<file path="src/rtl/stdist_pkg.sv">
// ----------------------------------------------------------------------------
// stdist_pkg
// shared widths, direction codes and register indexes of the stroke
// template distance block
// ----------------------------------------------------------------------------
package stdist_pkg;

	localparam int MAX_POINTS  = 64;
	localparam int MAX_STROKES = 32;

	localparam int DIR_W     = 18;
	localparam int DIST_W    = 18;
	localparam int STROKES_W = 6;
	localparam int SUM_W     = 32;
	localparam int CNT_W     = $clog2(MAX_POINTS + 1);
	localparam int DIV_W     = (CNT_W > STROKES_W) ? CNT_W : STROKES_W;
	localparam int LIMIT_W   = 20;
	localparam int ACCEPT_W  = 21;
	localparam int EXTRA_W   = 3;
	localparam int SCORE_W   = 21;
	localparam int CFG_IDX_W = 2;
	localparam int CFG_W     = 21;

	localparam int DIR_VERTICAL      = 100100;
	localparam int DIR_HORIZONTAL    = 100200;
	localparam int DIR_SMALL         = 10;
	localparam int EXTRA_STROKE_COST = 100;

	localparam logic [LIMIT_W-1:0]  STROKE_LIMIT_RST = LIMIT_W'(3500);
	localparam logic [ACCEPT_W-1:0] ACCEPT_LIMIT_RST = ACCEPT_W'(20000);
	localparam logic [EXTRA_W-1:0]  MAX_EXTRA_RST    = EXTRA_W'(2);

	typedef enum logic [CFG_IDX_W-1:0] {
		REG_STROKE_LIMIT = 2'd0,
		REG_ACCEPT_LIMIT = 2'd1,
		REG_MAX_EXTRA    = 2'd2
	} reg_index_t;

endpackage

</file>
<file path="src/rtl/stdist_div.sv">
// ----------------------------------------------------------------------------
// stdist_div
// bit-serial restoring divider, one quotient bit per cycle; the dividend
// shifts out of the top of the quotient register as quotient bits shift in
// ----------------------------------------------------------------------------
module stdist_div (
	input  logic                           clk,
	input  logic                           arst_n,
	input  logic                           start,
	input  logic [stdist_pkg::SUM_W-1:0]   dividend,
	input  logic [stdist_pkg::DIV_W-1:0]   divisor,
	output logic                           done,
	output logic [stdist_pkg::SUM_W-1:0]   quotient
);
	import stdist_pkg::*;

	localparam int ITER_W = $clog2(SUM_W);

	logic              busy_q;
	logic              done_q;
	logic [ITER_W-1:0] iter_q;
	logic [DIV_W-1:0]  divisor_q;
	logic [DIV_W-1:0]  rem_q;
	logic [SUM_W-1:0]  quo_q;
	logic [DIV_W:0]    trial;
	logic              fits;

	assign trial = {rem_q, quo_q[SUM_W-1]};
	assign fits  = (trial >= {1'b0, divisor_q});

	always_ff @(posedge clk or negedge arst_n) begin
		if (!arst_n) begin
			busy_q <= 1'b0;
			done_q <= 1'b0;
			iter_q <= '0;
		end else begin
			done_q <= 1'b0;
			if (start) begin
				busy_q <= 1'b1;
				iter_q <= ITER_W'(SUM_W - 1);
			end else if (busy_q) begin
				iter_q <= iter_q - 1'b1;
				if (iter_q == '0) begin
					busy_q <= 1'b0;
					done_q <= 1'b1;
				end
			end
		end
	end

	always_ff @(posedge clk) begin
		if (start) begin
			divisor_q <= divisor;
			rem_q     <= '0;
			quo_q     <= dividend;
		end else if (busy_q) begin
			rem_q <= fits ? DIV_W'(trial - {1'b0, divisor_q}) : trial[DIV_W-1:0];
			quo_q <= {quo_q[SUM_W-2:0], fits};
		end
	end

	assign done     = done_q;
	assign quotient = quo_q;

endmodule

</file>
<file path="src/rtl/stdist_acc.sv">
// ----------------------------------------------------------------------------
// stdist_acc
// pair distance and per-stroke accumulation of distance sum and pair count
// ----------------------------------------------------------------------------
module stdist_acc (
	input  logic                                clk,
	input  logic                                arst_n,
	input  logic                                en,
	input  logic                                stroke_end,
	input  logic                                first,
	input  logic signed [stdist_pkg::DIR_W-1:0] query_direction,
	input  logic signed [stdist_pkg::DIR_W-1:0] template_direction,
	output logic [stdist_pkg::SUM_W-1:0]        sum_next,
	output logic [stdist_pkg::CNT_W-1:0]        cnt_next
);
	import stdist_pkg::*;

	localparam logic signed [DIR_W-1:0] VERT  = DIR_W'(DIR_VERTICAL);
	localparam logic signed [DIR_W-1:0] HORP  = DIR_W'(DIR_HORIZONTAL);
	localparam logic signed [DIR_W-1:0] HORN  = DIR_W'(-DIR_HORIZONTAL);
	localparam logic signed [DIR_W-1:0] SMALL = DIR_W'(DIR_SMALL);

	logic [SUM_W-1:0]        sum_q;
	logic [CNT_W-1:0]        cnt_q;
	logic                    qh;
	logic                    th;
	logic                    both_vert;
	logic signed [DIR_W-1:0] qq;
	logic signed [DIR_W-1:0] tt;
	logic signed [DIR_W:0]   diff;
	logic [DIR_W:0]          mag;
	logic [DIST_W-1:0]       pair_gap;
	logic [SUM_W-1:0]        base_sum;
	logic [CNT_W-1:0]        base_cnt;
	logic [SUM_W:0]          wide_sum;

	always_comb begin
		qh        = (query_direction == HORP) || (query_direction == HORN);
		th        = (template_direction == HORP) || (template_direction == HORN);
		both_vert = !first && (query_direction == VERT) && (template_direction == VERT);
		qq        = (!first && qh && !th) ? SMALL : query_direction;
		tt        = (!first && th && !qh) ? SMALL : template_direction;
		diff      = {qq[DIR_W-1], qq} - {tt[DIR_W-1], tt};
		mag       = diff[DIR_W] ? (DIR_W+1)'(-diff) : diff;
		pair_gap  = both_vert ? DIST_W'(DIR_SMALL) : mag[DIST_W-1:0];

		base_sum = first ? '0 : sum_q;
		base_cnt = first ? '0 : cnt_q;
		wide_sum = {1'b0, base_sum} + (SUM_W+1)'(pair_gap);
		if (base_cnt < CNT_W'(MAX_POINTS)) begin
			sum_next = wide_sum[SUM_W] ? '1 : wide_sum[SUM_W-1:0];
			cnt_next = base_cnt + 1'b1;
		end else begin
			sum_next = base_sum;
			cnt_next = base_cnt;
		end
	end

	always_ff @(posedge clk or negedge arst_n) begin
		if (!arst_n) begin
			sum_q <= '0;
			cnt_q <= '0;
		end else if (en) begin
			if (stroke_end) begin
				sum_q <= '0;
				cnt_q <= '0;
			end else begin
				sum_q <= sum_next;
				cnt_q <= cnt_next;
			end
		end
	end

endmodule

</file>
<file path="src/rtl/stroke_template_distance.sv">
// ----------------------------------------------------------------------------
// stroke_template_distance
// scores a handwritten character against one template from aligned pairs of
// stroke directions
// ----------------------------------------------------------------------------
// A pair that does not end a stroke is taken while the block stays idle, so pairs
// inside a stroke stream at one per cycle. A pair that ends a stroke starts the shared
// bit-serial divider, which gives one quotient bit per cycle: the input stays
// closed while the stroke mean is formed. The pair that ends the character
// adds a second pass of the same divider for the character mean, and the finish
// state then loads the result register. The result waits in its own register,
// so the next character can start while it has not yet been taken.
module stroke_template_distance (
	input  logic                              clk,
	input  logic                              arst_n,
	input  logic                              cfg_we,
	input  logic [stdist_pkg::CFG_IDX_W-1:0]  cfg_index,
	input  logic [stdist_pkg::CFG_W-1:0]      cfg_data,
	input  logic                              s_tvalid,
	output logic                              s_tready,
	// query_direction, template_direction, query_strokes, template_strokes
	input  logic [47:0]                       s_tdata,
	// first_of_stroke, last_of_stroke
	input  logic [1:0]                        s_tuser,
	input  logic                              s_tlast,
	output logic                              m_tvalid,
	input  logic                              m_tready,
	// score, zero fill
	output logic [23:0]                       m_tdata,
	// rejected, accepted
	output logic [1:0]                        m_tuser
);
	import stdist_pkg::*;

	typedef enum logic [1:0] {
		ST_IDLE,
		ST_DIV_STROKE,
		ST_DIV_CHAR,
		ST_FINISH
	} state_t;

	state_t                state_q;
	logic [LIMIT_W-1:0]    stroke_limit_q;
	logic [ACCEPT_W-1:0]   accept_limit_q;
	logic [EXTRA_W-1:0]    max_extra_q;
	logic [SUM_W-1:0]      char_sum_q;
	logic                  reject_q;
	logic                  lchar_q;
	logic [STROKES_W-1:0]  qs_q;
	logic [STROKES_W-1:0]  ts_q;
	logic                  m_tvalid_q;
	logic [SCORE_W-1:0]    score_q;
	logic                  rejected_q;
	logic                  accepted_q;

	logic                  take;
	logic                  stroke_end;
	logic [SUM_W-1:0]      sum_next;
	logic [CNT_W-1:0]      cnt_next;
	logic                  div_start;
	logic                  div_done;
	logic [SUM_W-1:0]      div_dividend;
	logic [DIV_W-1:0]      div_divisor;
	logic [SUM_W-1:0]      quotient;
	logic                  over_limit;
	logic [SUM_W:0]        char_wide;
	logic [SUM_W-1:0]      char_sum_next;
	logic                  rej;
	logic [EXTRA_W-1:0]    extra;
	logic [SUM_W:0]        score_wide;
	logic [SCORE_W-1:0]    score;
	logic                  out_free;

	assign s_tready   = (state_q == ST_IDLE);
	assign take       = s_tvalid && s_tready;
	assign stroke_end = s_tuser[1] || s_tlast;
	assign out_free   = !m_tvalid_q || m_tready;

	stdist_acc u_acc (
		.clk                (clk),
		.arst_n             (arst_n),
		.en                 (take),
		.stroke_end         (stroke_end),
		.first              (s_tuser[0]),
		.query_direction    (s_tdata[17:0]),
		.template_direction (s_tdata[35:18]),
		.sum_next           (sum_next),
		.cnt_next           (cnt_next)
	);

	always_comb begin
		over_limit    = (quotient > SUM_W'(stroke_limit_q));
		char_wide     = {1'b0, char_sum_q} + {1'b0, quotient};
		char_sum_next = over_limit ? char_sum_q :
		                (char_wide[SUM_W] ? '1 : char_wide[SUM_W-1:0]);

		div_start    = (take && stroke_end) ||
		               ((state_q == ST_DIV_STROKE) && div_done && lchar_q);
		div_dividend = (state_q == ST_IDLE) ? sum_next : char_sum_next;
		div_divisor  = (state_q == ST_IDLE) ? DIV_W'(cnt_next) : DIV_W'(qs_q);

		rej = reject_q || (qs_q == '0) || (qs_q > STROKES_W'(MAX_STROKES)) ||
		      (ts_q < qs_q) ||
		      ({1'b0, ts_q} > ({1'b0, qs_q} + (STROKES_W+1)'(max_extra_q)));
		extra      = EXTRA_W'(ts_q - qs_q);
		score_wide = {1'b0, quotient} + (SUM_W+1)'(EXTRA_STROKE_COST * extra);
		if (rej) begin
			score = '0;
		end else if (score_wide > (SUM_W+1)'({SCORE_W{1'b1}})) begin
			score = '1;
		end else begin
			score = score_wide[SCORE_W-1:0];
		end
	end

	stdist_div u_div (
		.clk      (clk),
		.arst_n   (arst_n),
		.start    (div_start),
		.dividend (div_dividend),
		.divisor  (div_divisor),
		.done     (div_done),
		.quotient (quotient)
	);

	always_ff @(posedge clk or negedge arst_n) begin
		if (!arst_n) begin
			stroke_limit_q <= STROKE_LIMIT_RST;
			accept_limit_q <= ACCEPT_LIMIT_RST;
			max_extra_q    <= MAX_EXTRA_RST;
		end else if (cfg_we) begin
			unique case (cfg_index)
				REG_STROKE_LIMIT: stroke_limit_q <= cfg_data[LIMIT_W-1:0];
				REG_ACCEPT_LIMIT: accept_limit_q <= cfg_data[ACCEPT_W-1:0];
				REG_MAX_EXTRA:    max_extra_q    <= cfg_data[EXTRA_W-1:0];
				default: ;
			endcase
		end
	end

	always_ff @(posedge clk or negedge arst_n) begin
		if (!arst_n) begin
			state_q    <= ST_IDLE;
			char_sum_q <= '0;
			reject_q   <= 1'b0;
			lchar_q    <= 1'b0;
			m_tvalid_q <= 1'b0;
		end else begin
			if ((state_q == ST_FINISH) && out_free) begin
				m_tvalid_q <= 1'b1;
			end else if (m_tready) begin
				m_tvalid_q <= 1'b0;
			end
			unique case (state_q)
				ST_IDLE: begin
					if (take && stroke_end) begin
						lchar_q <= s_tlast;
						state_q <= ST_DIV_STROKE;
					end
				end
				ST_DIV_STROKE: begin
					if (div_done) begin
						char_sum_q <= char_sum_next;
						if (over_limit) begin
							reject_q <= 1'b1;
						end
						state_q <= lchar_q ? ST_DIV_CHAR : ST_IDLE;
					end
				end
				ST_DIV_CHAR: begin
					if (div_done) begin
						state_q <= ST_FINISH;
					end
				end
				ST_FINISH: begin
					if (out_free) begin
						char_sum_q <= '0;
						reject_q   <= 1'b0;
						state_q    <= ST_IDLE;
					end
				end
				default: state_q <= ST_IDLE;
			endcase
		end
	end

	always_ff @(posedge clk) begin
		if (take && stroke_end) begin
			qs_q <= s_tdata[41:36];
			ts_q <= s_tdata[47:42];
		end
		if ((state_q == ST_FINISH) && out_free) begin
			score_q    <= score;
			rejected_q <= rej;
			accepted_q <= !rej && (score < accept_limit_q);
		end
	end

	assign m_tvalid = m_tvalid_q;
	assign m_tdata  = {{(24 - SCORE_W){1'b0}}, score_q};
	assign m_tuser  = {accepted_q, rejected_q};

	a_end_starts_div: assert property (@(posedge clk) disable iff (!arst_n)
		take && stroke_end |=> state_q == ST_DIV_STROKE)
		else $error("stroke end did not start the divider");

	a_done_in_div: assert property (@(posedge clk) disable iff (!arst_n)
		div_done |-> (state_q == ST_DIV_STROKE || state_q == ST_DIV_CHAR))
		else $error("divider finished outside a divide state");

	a_rej_not_acc: assert property (@(posedge clk) disable iff (!arst_n)
		m_tvalid |-> !(m_tuser[0] && m_tuser[1]))
		else $error("result both rejected and accepted");

	a_rej_zero_score: assert property (@(posedge clk) disable iff (!arst_n)
		m_tvalid && m_tuser[0] |-> m_tdata == '0)
		else $error("rejected result carries a score");

endmodule

</file>
<file path="config.mk">
export PLATFORM = sky130hd
export DESIGN_NAME = stroke_template_distance
export DESIGN_NICKNAME = d
export VERILOG_FILES = /design/src/rtl/stdist_pkg.sv /design/src/rtl/stdist_div.sv /design/src/rtl/stdist_acc.sv /design/src/rtl/stroke_template_distance.sv
export SDC_FILE = /design/constraint.sdc
export NUM_CORES = 1
export LEC_CHECK = 0
export BUFFER_PORTS_ARGS = -buffer_cell sky130_fd_sc_hd__buf_2
export CAP_MARGIN = 20
export CORE_MARGIN = 2
export CORE_UTILIZATION = 40
export DETAILED_ROUTE_END_ITERATION = 16
export PLACE_DENSITY = 0.55
export SLEW_MARGIN = 10
export SYNTH_ARGS = -nofsm -noshare
export SYNTH_HDL_FRONTEND = slang
export SYNTH_SLANG_ARGS = --single-unit
</file>
<file path="constraint.sdc">
create_clock -name clk -period 5.86 [get_ports clk]
set_input_delay 0.586 -clock clk [delete_from_list [all_inputs] [get_ports clk]]
set_output_delay 0.586 -clock clk [all_outputs]
set_load 0.005 [all_outputs]
</file>
Word-level counts from Yosys, hierarchy flattened. Index checks and enable logic that the tools add are counted.

Input bits: 79. Output and inout bits: 28. Logic and storage cells: 140. Register bits: 208.

Order comparisons: 8. Multiply operators: 1. Equality and inequality tests: 16. Muxes and demuxes: 43. Reduce and logical (&&, ||, !) cells: 40. Add/subtract/negate cells: 10.

Operators by type and width (count): 2-to-1 mux 32 bit (11); equality test 18 bit, second input constant (6); 2-to-1 mux 18 bit (4); case mux 32 bit (2 select lines) (1); 2-to-1 mux 21 bit (2); adder 32 x 10 -> 33 bit (1); adder 32 x 18 -> 33 bit (1); adder 32 x 32 -> 33 bit (1); > comparator 33 x 21 -> 1 bit, second input constant (1); > comparator 32 x 20 -> 1 bit (1); 2-to-1 mux 7 bit (4); < comparator 21 bit (1); subtractor 18 x 18 -> 19 bit (1); negation 18 bit (1); logical AND 1 bit (12); 2-to-1 mux 1 bit (11); 2-to-1 mux 2 bit (5); 2-to-1 mux 5 bit (2); logical OR 1 bit (9); greater-or-equal comparator 8 x 7 -> 1 bit (1); multiplier 5 x 3 -> 8 bit, first input constant (1); case mux 2 bit (4 select lines) (1); AND reduction 2 bit (4); AND reduction 4 bit (2); other kinds (21) (34).

Depth between registers and ports, before layout.
Word-level depth: 14. Gate-level depth with buffers: 34. Depth with buffers taken out: 29.

Cells and area by module. From an unflattened synthesis, not the netlist that was laid out.

Cell total of the unflattened synthesis: 1985. Area, all modules: 17276.6 µm².

Modules (own cells, without submodules): stroke_template_distance (instances 1, seq. area each 3094.2 µm², area each 9248.9 µm², cells each 1044); stdist_acc (instances 1, seq. area each 975.9 µm², area each 5316.3 µm², cells each 732); stdist_div (instances 1, seq. area each 1486.4 µm², area each 2711.4 µm², cells each 209).

Least setup slack after synthesis. No wires, ideal clock.

Kind: input-to-reg. Start point: input s_tdata[33]. End point: register u_div.quo_q[31] (netlist: u_div.quotient[31]), data pin. Stages: 32. Library setup time: 0.268 ns. Setup slack: -1.026 ns. Data required time: 5.592 ns. Buffers on the path: 5. Data arrival time: 6.618 ns. Cells stage by stage: nand3b_1 > nor4_1 > nand4_1 > o22ai_1 > nand4_1 > and3_1 > clkbuf_1 > or2_2 > fa_1 > a211o_1 > a21boi_1 > o2111ai_1 > a31o_1 > a21o_1 > a2111oi_4 > or2_1 > buf_2 > o21ai_1 > xor2_1 > nor2_1 > ha_1 > a21o_1 > a21o_1 > a21o_1 > a221o_1 > or2_1 > buf_2 > and3_1 > buf_2 > buf_2 > o211ai_1 > o211ai_1.

Word-level cells in the longest chain between the ends: 14. Elaborated cells on any way between the ends: 20. Classes of those cells: add/sub (3); eq/ne (3); mux (8); reduce/logical (6).

RTL lines: start: declaration (line stroke_template_distance.sv:22) `input logic [47:0] s_tdata,`; equality test 18 bit (line stdist_acc.sv:39) `th = (template_direction == HORP) || (template_direction == HORN);`; logical OR 1 bit (line stdist_acc.sv:39); logical NOT 1 bit or logical AND 1 bit (tied branches) (line stdist_acc.sv:41, stdist_acc.sv:42); logical AND 1 bit (on tied branches) (line stdist_acc.sv:41, stdist_acc.sv:42); 2-to-1 mux 18 bit (on tied branches) (line stdist_acc.sv:41, stdist_acc.sv:42); subtractor 18 x 18 -> 19 bit (line stdist_acc.sv:43) `diff = {qq[DIR_W-1], qq} - {tt[DIR_W-1], tt};`; negation 18 bit (line stdist_acc.sv:44) `mag = diff[DIR_W] ? (DIR_W+1)'(-diff) : diff;`; 2-to-1 mux 18 bit (line stdist_acc.sv:44); 2-to-1 mux 18 bit (*) (line stdist_acc.sv:45) `pair_gap = both_vert ? DIST_W'(DIR_SMALL) : mag[DIST_W-1:0];`; adder 32 x 18 -> 33 bit (*) (line stdist_acc.sv:49) `wide_sum = {1'b0, base_sum} + (SUM_W+1)'(pair_gap);`; 2-to-1 mux 32 bit (*) (line stdist_acc.sv:51) `sum_next = wide_sum[SUM_W] ? '1 : wide_sum[SUM_W-1:0];`; 2-to-1 mux 32 bit (*) (line stdist_acc.sv:50) `if (base_cnt < CNT_W'(MAX_POINTS)) begin`; 2-to-1 mux 32 bit (*) (line stroke_template_distance.sv:99) `div_dividend = (state_q == ST_IDLE) ? sum_next : char_sum_next;`; 2-to-1 mux 32 bit (*) (line stdist_div.sv:52) `if (start) begin`; end signal: assignment (line stdist_div.sv:55) `quo_q <= dividend;`; end signal: assignment (line stdist_div.sv:58) `quo_q <= {quo_q[SUM_W-2:0], fits};`; end: declaration (line stdist_div.sv:24) `logic [SUM_W-1:0] quo_q;`.

Mark *: on every way between the ends. The rest lies on a longest branch, timed or not. A chain may end at the register's enable or synchronous reset.

Final worst setup path.
Start point: input s_tdata[33]. End point: register u_div.quo_q[14] (netlist: u_div.quotient[14]), data pin.

Same word-level chain as after synthesis.

==> run_results.csv <==
group,metric,value,unit
status,outcome,"finished with violations",
status,violations,"negative setup slack",
global_route,use_met3,2.85,%
timing,fmax,0.158,GHz
yosys,synth_area,16300,sq um
drt,wire_per_inst,18.4,um
timing,tns,-20.67,ns
yosys,yosys-top-cells-count,"nand2_1, ha_1, a21oi_1, nor2_1, o21ai_0",
yosys,synth-async-reset-ratio,61.1,%
floorplanning,die_w,206,um
power_and_ir_drop,leakage,9.63,nW
clock_network,cts_root_buf,"clkbuf_16",
critical_path,cp_top_family,"compound AO/OA/AOI/OAI gates",
finish,utilization,52.2,%
critical_path,max_stage_delay,0.39,ns
clock_network,clkTransAtPathRegs,0.06,ns
global_route,gr-total-overflow,0,
timing,min_period_over_period,108,%
floorplanning,die-area,42400,sq um
clock_network,cts_buffers,25,
power_and_ir_drop,vdd_ir_drop_max,0.240,mV
critical_path,crit_type,"input pin to flip-flop",
placement,io_buffers,103,
yosys,ys_ff_latch,208,
yosys,seq_area_frac_synth,34.1,%
global_route,use_met1,31.6,%
floorplanning,fp.dieH,206,um
critical_path,start_kind,"input pin",
yosys,synth.most_common_cell,"nand2_1",
timing,slew-limit-headroom,19.2,%
drt,via_count,15100,
global_route,track_usage,23.2,%
timing,max_slew.worst_pin.slew,1.21,ns
drt,drt_iter0_drc,882,
timing,clock_skew,0.0224,ns
clock_network,clock_latency,0.54,ns
critical_path,cp-end-kind,"flip-flop",
critical_path,r2r_start,"ts_q[0]$_DFFE_PP_",
finish,synthToLayoutAreaGrowth,28.2,%
yosys,yosysTopAreaCellShare,17.5,%
clock_network,cts_buffer_depth,3,
drt,finalWirelength,50.3,mm
critical_path,reg2reg_depth,30,
finish,fillers,3729,
clock_network,cts_tree,"done",
timing,period_minus_slack,6.35,ns
critical_path,slowest_stage,"a2111oi_4",
critical_path,arrival,6.64,ns
yosys,netlist_top_cells_area,"dfrtp_1, edfxtp_1, ha_1",
floorplanning,num_rows,73,
yosys,ys_types,90,
critical_path,critPathMaxFanout,6,
drt,vias_per_cell,5.54,
timing,setup_slack,-0.485,ns
floorplanning,core_area,40000,sq um
clock_network,cts_max_level,1,
placement,place_congestion,0.877,
timing,finalHoldViolCount,0,
min_path,hp-class,"input pin to async pin",
floorplanning,start_util,40.8,%
floorplanning,pin_count,107,
global_route,grt_pass1_vias,14500,
finish,drive_gt1_share,27.7,%
global_route,grt_pass1_wl,78.1,mm
power_and_ir_drop,p_per_area,402,nW/um^2
yosys,synth_edf_count,74,
global_route,grt_max_degree,83,
yosys,yosysTopAreaCell,"dfrtp_1",
run,drv_cap,0,
yosys,synthCells,1878,
yosys,ys_warn_count,0,
critical_path,r2r_setup_slack,0.07,ns
yosys,syn_avg_cell_area,8.68,sq um
timing,finalSetupViolCount,64,
clock_network,cts_sinks,208,
power_and_ir_drop,power,8.40,mW
timing,rsz0062_at_grt,"yes",
global_route,grt_util_met2,38.2,%
global_route,antenna_found_initial,1,
drt,first_pass_iters,5,
drt,drc,0,
critical_path,cp_num_buf_inv,3,
yosys,synth_ff_type,"dfrtp_1",
clock_network,cts_hold_buf,0,
global_route,grt_busiest_layer,"met2",
drt,drtAntennaViolNets,0,
critical_path,r2r-end,"accepted_q$_DFFE_PP_",
timing,maxSlewViolCount,0,
critical_path,cp.required,6.15,ns
placement,detailed_place_hpwl,38.0,mm
finish,nets,2415,
state kept, by name (all words and copies together), names as in the netlist, 3 cells and up, named ones only:
name             count
accept_limit_q      21
char_sum_q          32
max_extra_q          3
qs_q                 6
score_q             21
stroke_limit_q      20
ts_q                 6
u_acc.cnt_q          7
u_acc.sum_q         32
u_div.divisor_q      7
u_div.iter_q         5
u_div.quotient      32
u_div.rem_q          7
repair_timing:
item | in CTS | in global routing
buffers inserted | 13 | 12
gates cloned | 1 | 1
resized for setup | 77 | 115
pin swaps | 45 | 65
endpoints found under the setup margin | 65 | 65
power breakdown:
part | total (mW) | internal (mW) | switching (mW)
clock network | 1.65 | 0.989 | 0.657
logic | 4.33 | 1.97 | 2.35
registers | 2.43 | 1.98 | 0.448
layout make-up:
cell class	instances	area, sq um	share of cell area (%)
Tap cell	525	657	3.14
Multi-Input combinational cell	1478	10900	52.0
Clock buffer	28	658	3.15
Clock inverter	17	199	0.952
Sequential cell	208	5560	26.6
Inverter	112	420	2.01
Antenna cell	1	2.50	0.0120
Timing Repair Buffer	358	2530	12.1
layout by cell type, fill, tap and decap left out, types with 48 or more instances in the layout:
cell type / instances
ha_1: 140
a21o_1: 53
buf_4: 233
nor2_1: 119
inv_1: 108
xnor2_1: 52
nor2b_1: 53
a21oi_1: 108
edfxtp_1: 74
nand2_1: 210
xor2_1: 48
o21ai_0: 86
dfrtp_1: 114
buf_2: 102
logic make-up after synthesis:
family | after synthesis | synth area share (%)
and+or+nand+nor | 614 | 18.6
xor gates and xnor gates | 105 | 5.64
muxes | 37 | 2.47
other | 1 | 0.0230
DFF | 208 | 34.1
AOI/OAI and AO/OA | 564 | 22.4
adders and majority gates | 153 | 12.1
buffers and inverters | 196 | 4.79
routing by layer:
layer  vias up  wire, um
met1      7263     22700
met2       358     23800
met3        75      2320
met4         0      1460
li1       7412         -
met5         -         0
through the flow:
stage	cells	instance area, sq um	setup slack [ns]	hold WS [ns]
CTS	2713	20300	-0.528	0.146
global route	2726	20900	-0.832	0.169
detailed placement	2654	19000	-1.35	0.467
floorplan	1880	16400	-0.625	0.290
global placement	2653	19000	-1.37	0.461
finish	2727	20900	-0.485	0.0902
worst max-delay path by stage:
stage	from	end	cells after the start
5_1_grt	s_tdata[33]	u_div.quotient[14]$_DFFE_PP_	31
3_5_place_dp	s_tdata[33]	u_div.quotient[19]$_DFFE_PP_	33
6_report	s_tdata[33]	u_div.quotient[14]$_DFFE_PP_	31
3_3_place_gp	s_tdata[33]	u_div.quotient[24]$_DFFE_PP_	32
2_1_floorplan	s_tdata[33]	u_div.quotient[31]$_DFFE_PP_	32
4_1_cts	s_tdata[33]	u_div.quotient[14]$_DFFE_PP_	31
worst register-to-register path, delay by kind of cell (launching register included):
family,cells,cell delay [ns]
buffers and inverters,4,0.39
AND/OR/NAND/NOR,5,0.66
flip-flops,1,0.38
XOR/XNOR,1,0.18
AO/OA/AOI/OAI,13,2.46
adder cells (fa/ha/maj),7,1.61
Note: power is estimated with default switching activity, not from simulation.
